`src/design/pvsd_pkg.sv`:
```
// package: payload structs, status codes, register indexes and decode constants
`timescale 1ns / 1ps

package pvsd_pkg;

	localparam int unsigned ValueW    = 64;
	localparam int unsigned PosW      = 4;
	localparam int unsigned GroupBits = 7;
	localparam int unsigned MaxBytes  = 10;
	localparam int unsigned CfgIdxW   = 2;

	localparam logic [7:0] GROUP_MASK = 8'h7F;
	localparam logic [7:0] CONT_BIT   = 8'h80;

	// configuration register indexes
	localparam logic [CfgIdxW-1:0] CFG_SIGNED_MODE = 2'd0;
	localparam logic [CfgIdxW-1:0] CFG_DELTA_MODE  = 2'd1;

	typedef enum logic [1:0] {
		STATUS_OK        = 2'd0,
		STATUS_OVERLONG  = 2'd1,
		STATUS_TRUNCATED = 2'd2
	} status_t;

	typedef struct packed {
		logic [7:0] data_byte;
		logic       field_end;
	} in_item_t;

	typedef struct packed {
		logic [ValueW-1:0] value;
		status_t           status;
		logic              last_in_field;
	} out_item_t;

	typedef struct packed {
		logic               we;
		logic [CfgIdxW-1:0] index;
		logic               data;
	} cfg_write_t;

endpackage

```
`src/design/pvsd_decode.sv`:
```
// module: varint accumulate, zigzag, delta sum and field state for one byte
`timescale 1ns / 1ps

module pvsd_decode (
	input  logic                 clk,
	input  logic                 arst_n,
	input  pvsd_pkg::cfg_write_t cfg,
	input  pvsd_pkg::in_item_t   item,
	input  logic                 advance,
	output logic                 res_valid,
	output pvsd_pkg::out_item_t  res
);

	logic                          signed_mode_q;
	logic                          delta_mode_q;
	logic [pvsd_pkg::ValueW-1:0]   partial_q;
	logic [pvsd_pkg::PosW-1:0]     pos_q;
	logic [pvsd_pkg::ValueW-1:0]   sum_q;
	logic                          disc_q;

	logic [pvsd_pkg::ValueW-1:0]   partial_d;
	logic [pvsd_pkg::PosW-1:0]     pos_d;
	logic [pvsd_pkg::ValueW-1:0]   sum_d;
	logic                          disc_d;

	// config registers; the user must write them only while idle, the block does not enforce it
	always_ff @(posedge clk or negedge arst_n) begin
		if (!arst_n) begin
			signed_mode_q <= 1'b0;
			delta_mode_q  <= 1'b0;
		end else if (cfg.we) begin
			unique case (cfg.index)
				pvsd_pkg::CFG_SIGNED_MODE: signed_mode_q <= cfg.data;
				pvsd_pkg::CFG_DELTA_MODE:  delta_mode_q  <= cfg.data;
				default: ;
			endcase
		end
	end

	always_comb begin
		logic [6:0]                  shift_amt;
		logic [pvsd_pkg::ValueW-1:0] grp_ext;
		logic [pvsd_pkg::ValueW-1:0] acc;
		logic [pvsd_pkg::ValueW-1:0] zz;
		logic [pvsd_pkg::ValueW-1:0] sum_new;

		shift_amt = 7'(pos_q) * 7'(pvsd_pkg::GroupBits);
		grp_ext   = {56'b0, item.data_byte & pvsd_pkg::GROUP_MASK};
		acc       = partial_q | (grp_ext << shift_amt[5:0]);
		zz        = signed_mode_q ? ((acc >> 1) ^ {pvsd_pkg::ValueW{acc[0]}}) : acc;
		sum_new   = sum_q + zz;

		partial_d         = partial_q;
		pos_d             = pos_q;
		sum_d             = sum_q;
		disc_d            = disc_q;
		res_valid         = 1'b0;
		res.value         = '0;
		res.status        = pvsd_pkg::STATUS_OK;
		res.last_in_field = item.field_end;

		priority if (disc_q) begin
			// dropping the rest of a bad field
		end else if (pos_q >= pvsd_pkg::PosW'(pvsd_pkg::MaxBytes)) begin
			res_valid  = 1'b1;
			res.status = pvsd_pkg::STATUS_OVERLONG;
		end else if ((item.data_byte & pvsd_pkg::CONT_BIT) != 8'h00) begin
			partial_d = acc;
			pos_d     = pos_q + pvsd_pkg::PosW'(1);
			if (item.field_end) begin
				res_valid  = 1'b1;
				res.status = pvsd_pkg::STATUS_TRUNCATED;
			end
		end else begin
			res_valid = 1'b1;
			partial_d = '0;
			pos_d     = '0;
			if (delta_mode_q) begin
				sum_d     = sum_new;
				res.value = sum_new;
			end else begin
				res.value = zz;
			end
		end

		// field end clears all field state, an error mid-field starts discarding
		if (item.field_end) begin
			partial_d = '0;
			pos_d     = '0;
			sum_d     = '0;
			disc_d    = 1'b0;
		end else if (res_valid && res.status != pvsd_pkg::STATUS_OK) begin
			disc_d = 1'b1;
		end
	end

	always_ff @(posedge clk or negedge arst_n) begin
		if (!arst_n) begin
			partial_q <= '0;
			pos_q     <= '0;
			sum_q     <= '0;
			disc_q    <= 1'b0;
		end else if (advance) begin
			partial_q <= partial_d;
			pos_q     <= pos_d;
			sum_q     <= sum_d;
			disc_q    <= disc_d;
		end
	end

	a_pos_range: assert property (@(posedge clk) disable iff (!arst_n)
		pos_q <= pvsd_pkg::PosW'(pvsd_pkg::MaxBytes))
		else $error("byte position beyond ten");

	a_field_end_clears: assert property (@(posedge clk) disable iff (!arst_n)
		advance && item.field_end |=> pos_q == '0 && sum_q == '0 && !disc_q)
		else $error("field state not cleared after field end");

	a_error_zero: assert property (@(posedge clk) disable iff (!arst_n)
		res_valid && res.status != pvsd_pkg::STATUS_OK |-> res.value == '0)
		else $error("error result carries a value");

	a_disc_silent: assert property (@(posedge clk) disable iff (!arst_n)
		disc_q |-> !res_valid)
		else $error("result while discarding");

endmodule

```
`src/design/packed_varint_stream_decoder_top.sv`:
```
// top level: input register, byte decode and result register of the varint decoder
`timescale 1ns / 1ps
//
// channel  direction  handshake            payload
// in       in         in_valid/in_ready    in_data   (data_byte, field_end)
// out      out        out_valid/out_ready  out_data  (value, status, last_in_field)
// cfg      in         cfg_valid/cfg_ready  cfg_index, cfg_data
//
// one byte per cycle sustained while out does not stall; a byte's result shows on out from the result register
// the input register feeds the decode logic, which updates field state and
// loads the result register in the same cycle the byte moves on
// reset clears mode registers, field state and both valid flags
// when out stalls, one more byte is taken into the input register; in_ready
// then follows out_ready combinationally, bytes giving no result always drain

module packed_varint_stream_decoder_top (
	input  logic                                clk,
	input  logic                                arst_n,
	input  logic                                in_valid,
	output logic                                in_ready,
	input  pvsd_pkg::in_item_t                  in_data,
	output logic                                out_valid,
	input  logic                                out_ready,
	output pvsd_pkg::out_item_t                 out_data,
	input  logic                                cfg_valid,
	output logic                                cfg_ready,
	input  logic [pvsd_pkg::CfgIdxW-1:0]        cfg_index,
	input  logic                                cfg_data
);

	// input register
	logic                s1_valid_q;
	pvsd_pkg::in_item_t  s1_item_s1;

	// result register
	logic                out_valid_q;
	pvsd_pkg::out_item_t out_item_q;

	logic                res_valid;
	pvsd_pkg::out_item_t res;
	logic                s1_advance;
	pvsd_pkg::cfg_write_t cfg;

	// config transactions are always taken
	assign cfg_ready = 1'b1;
	assign cfg.we    = cfg_valid;
	assign cfg.index = cfg_index;
	assign cfg.data  = cfg_data;

	// byte moves on when it gives no result or its result has somewhere to go
	assign s1_advance = s1_valid_q && (!res_valid || !out_valid_q || out_ready);
	assign in_ready   = !s1_valid_q || s1_advance;

	always_ff @(posedge clk or negedge arst_n) begin
		if (!arst_n) begin
			s1_valid_q <= 1'b0;
		end else if (in_ready) begin
			s1_valid_q <= in_valid;
		end
	end

	always_ff @(posedge clk) begin
		if (in_ready && in_valid) begin
			s1_item_s1 <= in_data;
		end
	end

	pvsd_decode u_decode (
		.clk       (clk),
		.arst_n    (arst_n),
		.cfg       (cfg),
		.item      (s1_item_s1),
		.advance   (s1_advance),
		.res_valid (res_valid),
		.res       (res)
	);

	// result register, reloaded in the cycle it is taken
	always_ff @(posedge clk or negedge arst_n) begin
		if (!arst_n) begin
			out_valid_q <= 1'b0;
		end else if (s1_advance && res_valid) begin
			out_valid_q <= 1'b1;
		end else if (out_ready) begin
			out_valid_q <= 1'b0;
		end
	end

	always_ff @(posedge clk) begin
		if (s1_advance && res_valid) begin
			out_item_q <= res;
		end
	end

	assign out_valid = out_valid_q;
	assign out_data  = out_item_q;

endmodule

```
`config.mk`:
```
export PLATFORM = sky130hd
export DESIGN_NAME = packed_varint_stream_decoder_top
export DESIGN_NICKNAME = d
export VERILOG_FILES = /design/src/design/pvsd_pkg.sv /design/src/design/pvsd_decode.sv /design/src/design/packed_varint_stream_decoder_top.sv
export SDC_FILE = /design/constraint.sdc
export NUM_CORES = 1
export LEC_CHECK = 0
export BUFFER_PORTS_ARGS = -buffer_cell sky130_fd_sc_hd__buf_2
export CAP_MARGIN = 20
export CORE_UTILIZATION = 56
export CTS_CLUSTER_SIZE = 8
export DETAILED_ROUTE_END_ITERATION = 12
export HOLD_SLACK_MARGIN = 0.03
export PLACE_DENSITY_LB_ADDON = 0.08
export SYNTH_ARGS = -nofsm -noshare
export SYNTH_HDL_FRONTEND = slang
export SYNTH_HIERARCHICAL = 1
export SYNTH_SLANG_ARGS = --single-unit
```
`constraint.sdc`:
```
create_clock -name clk -period 5.4 [get_ports clk]
set_input_delay 0.81 -clock clk [delete_from_list [all_inputs] [get_ports clk]]
set_output_delay 0.81 -clock clk [all_outputs]
set_load 0.005 [all_outputs]
```
==> Flow_metrics.wiki <==
{| class="wikitable"
! Metric !! Value
|-
| Maximum number of pins on one net before global-route repair || approximately 100
|-
| Yosys top cell by area || sky130_fd_sc_hd__dfrtp_1
|-
| Starting density of the core || 0.577
|-
| Crit Reg-Reg Startpoint || u_decode/pos_q[2]
|-
| Post-synthesis instance total || between 1500 and 2000
|-
| Max Fanout on Critical Path || 4
|-
| Multiplexer share of the synthesized area || 0.0711
|-
| Compound-cell area share of the yosys netlist || 0.221
|-
| TritonCTS Buffers || 30
|-
| Chip Width || about 160 um
|-
| Most common library cells after synthesis || sky130_fd_sc_hd__a21oi_1, sky130_fd_sc_hd__nor2_1, sky130_fd_sc_hd__dfrtp_1, sky130_fd_sc_hd__nand2_1, sky130_fd_sc_hd__xnor2_1
|-
| Number of max-capacitance violations reported || 0
|-
| Commonest register cell after synthesis || sky130_fd_sc_hd__dfrtp_1
|-
| Worst min path class || primary input to async pin
|-
| Final weighted congestion in routability-driven placement || 0.966
|-
| Final Max Tran Viols || 0
|-
| Synthesis-to-finish area growth || 44.0%
|-
| Final hold violations || 0
|-
| Sink Count || between 200 and 250
|-
| DRT antenna net count || 0
|-
| Violations in the final reports || setup timing
|-
| Number of global-route vias before repair || 13991
|-
| CP required || between 5 and 6 ns
|-
| First drt pass iteration count || 5
|-
| Yosys top cell area share || 0.234
|-
| Net count after synthesis || 1687
|-
| Setup repair after global routing missed its margin || true
|-
| Net count, final || approximately 2200
|-
| Die height || ~160 um
|-
| Area fraction in and, or, nand and nor cells after synthesis || 0.125
|-
| Post-Synthesis Cell Area || ~15000 sq um
|-
| Placed Cells || 2267
|-
| Crit Path Class || flip-flop to flip-flop
|-
| Slew HR || 0.266
|-
| Reg2Reg Capture Point || out_data[61]
|-
| Cell types with the largest area share after synthesis || sky130_fd_sc_hd__dfrtp_1, sky130_fd_sc_hd__edfxtp_1, sky130_fd_sc_hd__a21oi_1
|-
| Layout Cells excl Fill || 2403
|-
| Global-route wire length before repair || 74700 um
|-
| Root buffer cell || sky130_fd_sc_hd__clkbuf_16
|-
| N_diodes || 0
|-
| TritonCTS clock tree || built
|-
| Vias || approximately 15000
|-
| Detailed-route DRC error count || 0
|-
| Maximum root-to-sink buffer count || 3
|-
| Number of flops mapped to enable cells by yosys || 76
|-
| Overall Global Routing Usage || 0.358
|-
| Fraction of final layout cells sized beyond drive strength 1 || 0.407
|-
| Power density relative to cell area || between 500 and 600 nW/um^2
|-
| Register area share after synthesis || 0.389
|-
| Ys Warns || 6
|-
| Core Box Area || 25400 sq um
|-
| Via density || a little over 6
|-
| Status || complete, but fails checks
|-
| Antenna violations before repair || 0
|-
| Final worst-path cycle share || 1.04
|-
| Final core utilization || 0.831
|-
| Mean instance size in the synthesized netlist || 9.28 sq um
|-
| WP data arrival || between 5 and 6 ns
|-
| HPWL reported at the end of detailed placement || ~33000 um
|-
| Maximum level of the CTS H-tree || 1
|-
| Post-Synth Adder-Cell Area || 0.0794
|-
| Final routed wirelength across all metal layers || just over 50000 um
|-
| Clock slew seen by the registers of the worst setup and hold paths || approximately 0.050 ns
|-
| Overflow after GRT || 0
|-
| Post-Synth XOR/XNOR Area || 0.0758
|-
| Setup skew after layout || 0.0241 ns
|-
| Overall power || 12.5 mW
|-
| # port buffers || 85
|-
| VDD IR max || around 0.0005 V
|-
| Number of distinct standard cells referenced by the synthesized netlist || 78
|-
| Final critical-path required period || 5.61 ns
|-
| Dominant combinational cell family by area after synthesis || compound AO/OA/AOI/OAI gates
|-
| Number of cell instances on the worst register-to-register path || 24
|-
| Fraction of registers with async set or reset after synthesis || 0.643
|-
| Worst-margin pin slew || between 1 and 1.5 ns
|-
| R2R setup slack || -0.21 ns
|-
| Clock insertion delay at the later pin of the skew report || approximately 0.57 ns
|-
| Maximum clock frequency || between 150 and 200 MHz
|-
| IO Count || 87
|-
| Die outline area || between 20000 and 30000 sq um
|-
| Crit path launch type || flip-flop
|-
| Setup WS post-layout || -0.208 ns
|-
| Quantity of hold-fixing buffers added after cts || 0
|-
| Total leakage power || about 9.8 nW
|-
| Standard-cell row count || 58
|-
| Final-report setup violation count || 29
|-
| Post-synthesis register bit count || roughly 210
|-
| Wire per inst || ~22 um
|-
| Layout fillers || between 1500 and 2000
|-
| Type of element capturing the critical path || flip-flop
|-
| Most common cell in the netlist || sky130_fd_sc_hd__a21oi_1
|-
| Iteration-0 DRC count of the detailed router || 1521
|}
==> worst max-delay path: stages, from the launching register on <==
cell and delay, ns:
sky130_fd_sc_hd__dfrtp_1 0.39, sky130_fd_sc_hd__inv_2 0.07, sky130_fd_sc_hd__fa_1 0.50, sky130_fd_sc_hd__inv_1 0.09
sky130_fd_sc_hd__ha_2 0.18, sky130_fd_sc_hd__inv_2 0.05, sky130_fd_sc_hd__fa_2 0.40, sky130_fd_sc_hd__xnor2_2 0.17
sky130_fd_sc_hd__and3_4 0.20, sky130_fd_sc_hd__a21oi_4 0.23, sky130_fd_sc_hd__buf_4 0.18, sky130_fd_sc_hd__xnor2_1 0.08
sky130_fd_sc_hd__mux2i_1 0.26, sky130_fd_sc_hd__ha_1 0.32, sky130_fd_sc_hd__a21oi_2 0.26, sky130_fd_sc_hd__a21oi_4 0.13
sky130_fd_sc_hd__o211ai_1 0.38, sky130_fd_sc_hd__nand4_1 0.23, sky130_fd_sc_hd__a21o_1 0.24, sky130_fd_sc_hd__a311o_1 0.28
sky130_fd_sc_hd__buf_6 0.14, sky130_fd_sc_hd__a41o_1 0.20, sky130_fd_sc_hd__xor2_1 0.17, sky130_fd_sc_hd__mux2i_1 0.15
sky130_fd_sc_hd__nor2_1 0.06
==> registers in the layout (all words and copies together), names as in the netlist <==
register / cells
out_valid: 1
out_data: 67
u_decode/disc_q: 1
s1_valid_q: 1
s1_item_s1: 9
u_decode/pos_q: 4
u_decode/sum_q: 64
u_decode/delta_mode_q: 1
u_decode/signed_mode_q: 1
u_decode/partial_q: 64
==> area by class of cell <==
class                      instances  area [sq um]  share of cell area
clock buffer                      51           830              0.0393
tap                              330           413              0.0196
inverter                          35           131             0.00622
sequential                       213          5720               0.271
clock inverter                     2          21.3             0.00101
timing repair buffer             540          4060               0.192
multi-input combinational       1232          9940               0.471
==> worst max path at each step <==
| stage | from | end |
|---|---|---|
| detailed placement | u_decode/pos_q[1] | out_data[50] |
| floorplan | u_decode/pos_q[0] | out_data[50] |
| global placement | u_decode/pos_q[1] | out_data[66] |
| CTS | u_decode/pos_q[2] | out_data[61] |
| global route | u_decode/pos_q[2] | out_data[63] |
| finish | u_decode/pos_q[2] | out_data[61] |
==> cell usage in the layout (no fill, tap or decap), types with 9 or more instances in the layout <==
cell and n:
sky130_fd_sc_hd__clkbuf_16 30, sky130_fd_sc_hd__clkbuf_1 21, sky130_fd_sc_hd__mux2i_1 75, sky130_fd_sc_hd__nor2b_1 9, sky130_fd_sc_hd__a31oi_1 13, sky130_fd_sc_hd__nor2_1 132
sky130_fd_sc_hd__xnor2_1 74, sky130_fd_sc_hd__a21o_1 44, sky130_fd_sc_hd__o21ai_1 20, sky130_fd_sc_hd__ha_1 65, sky130_fd_sc_hd__ha_4 17, sky130_fd_sc_hd__a211oi_1 10
sky130_fd_sc_hd__a21oi_2 67, sky130_fd_sc_hd__o21bai_1 13, sky130_fd_sc_hd__a21oi_4 20, sky130_fd_sc_hd__nand2_1 124, sky130_fd_sc_hd__and3_1 9, sky130_fd_sc_hd__buf_4 409
sky130_fd_sc_hd__nand3_1 17, sky130_fd_sc_hd__nand4_1 23, sky130_fd_sc_hd__buf_6 40, sky130_fd_sc_hd__buf_2 84, sky130_fd_sc_hd__edfxtp_1 76, sky130_fd_sc_hd__dfrtp_1 135
sky130_fd_sc_hd__xnor2_2 23, sky130_fd_sc_hd__a22o_1 49, sky130_fd_sc_hd__nand2b_1 12, sky130_fd_sc_hd__mux2i_2 17, sky130_fd_sc_hd__a21oi_1 136, sky130_fd_sc_hd__xor2_1 24
sky130_fd_sc_hd__inv_1 28, sky130_fd_sc_hd__o21ai_0 42
==> through the flow <==
step / worst slack, ns / hold WS, ns / area (sq um) / TNS (ns)
after detailed placement: -0.452 / 0.479 / 18000 / -10.44
after CTS: -0.0326 / 0.394 / 19700 / -0.0326
after floorplan: 0.00143 / 0.455 / 14700 / 0
after global placement: -0.309 / 0.470 / 18000 / -4.83
after global routing: -0.344 / 0.412 / 21100 / -8.98
final: -0.208 / 0.323 / 21100 / -2.40
==> report_power, final <==
part / switching (mW) / internal, mW / total (mW)
logic: 4.24 / 4.25 / 8.50
clock network: 0.722 / 1.03 / 1.75
registers: 0.252 / 2.04 / 2.29
==> routing by layer <==
metal,vias up,track usage,part of all wire,routed length (um)
li1,6676,-,-,-
met1,7274,0.495,0.41,21400
met2,749,0.577,0.47,24400
met3,133,0.0485,0.083,4330
met4,0,0.127,0.034,1760
met5,-,0,0,0
==> cell families after synthesis <==
kind of cell,count (synthesis)
AOI/OAI and AO/OA,509
xor gates and xnor gates,126
adders and majority gates,90
buffers and inverters,135
DFF,213
muxes,103
other,1
and+or+nand+nor,403
==> what timing repair did <==
item,in CTS,in global routing
pin swaps,62,89
setup buffers,37,51
endpoints found under the setup margin,55,78
resized for setup,126,231
gates cloned,1,0
Power figures use the tool's default switching activity.
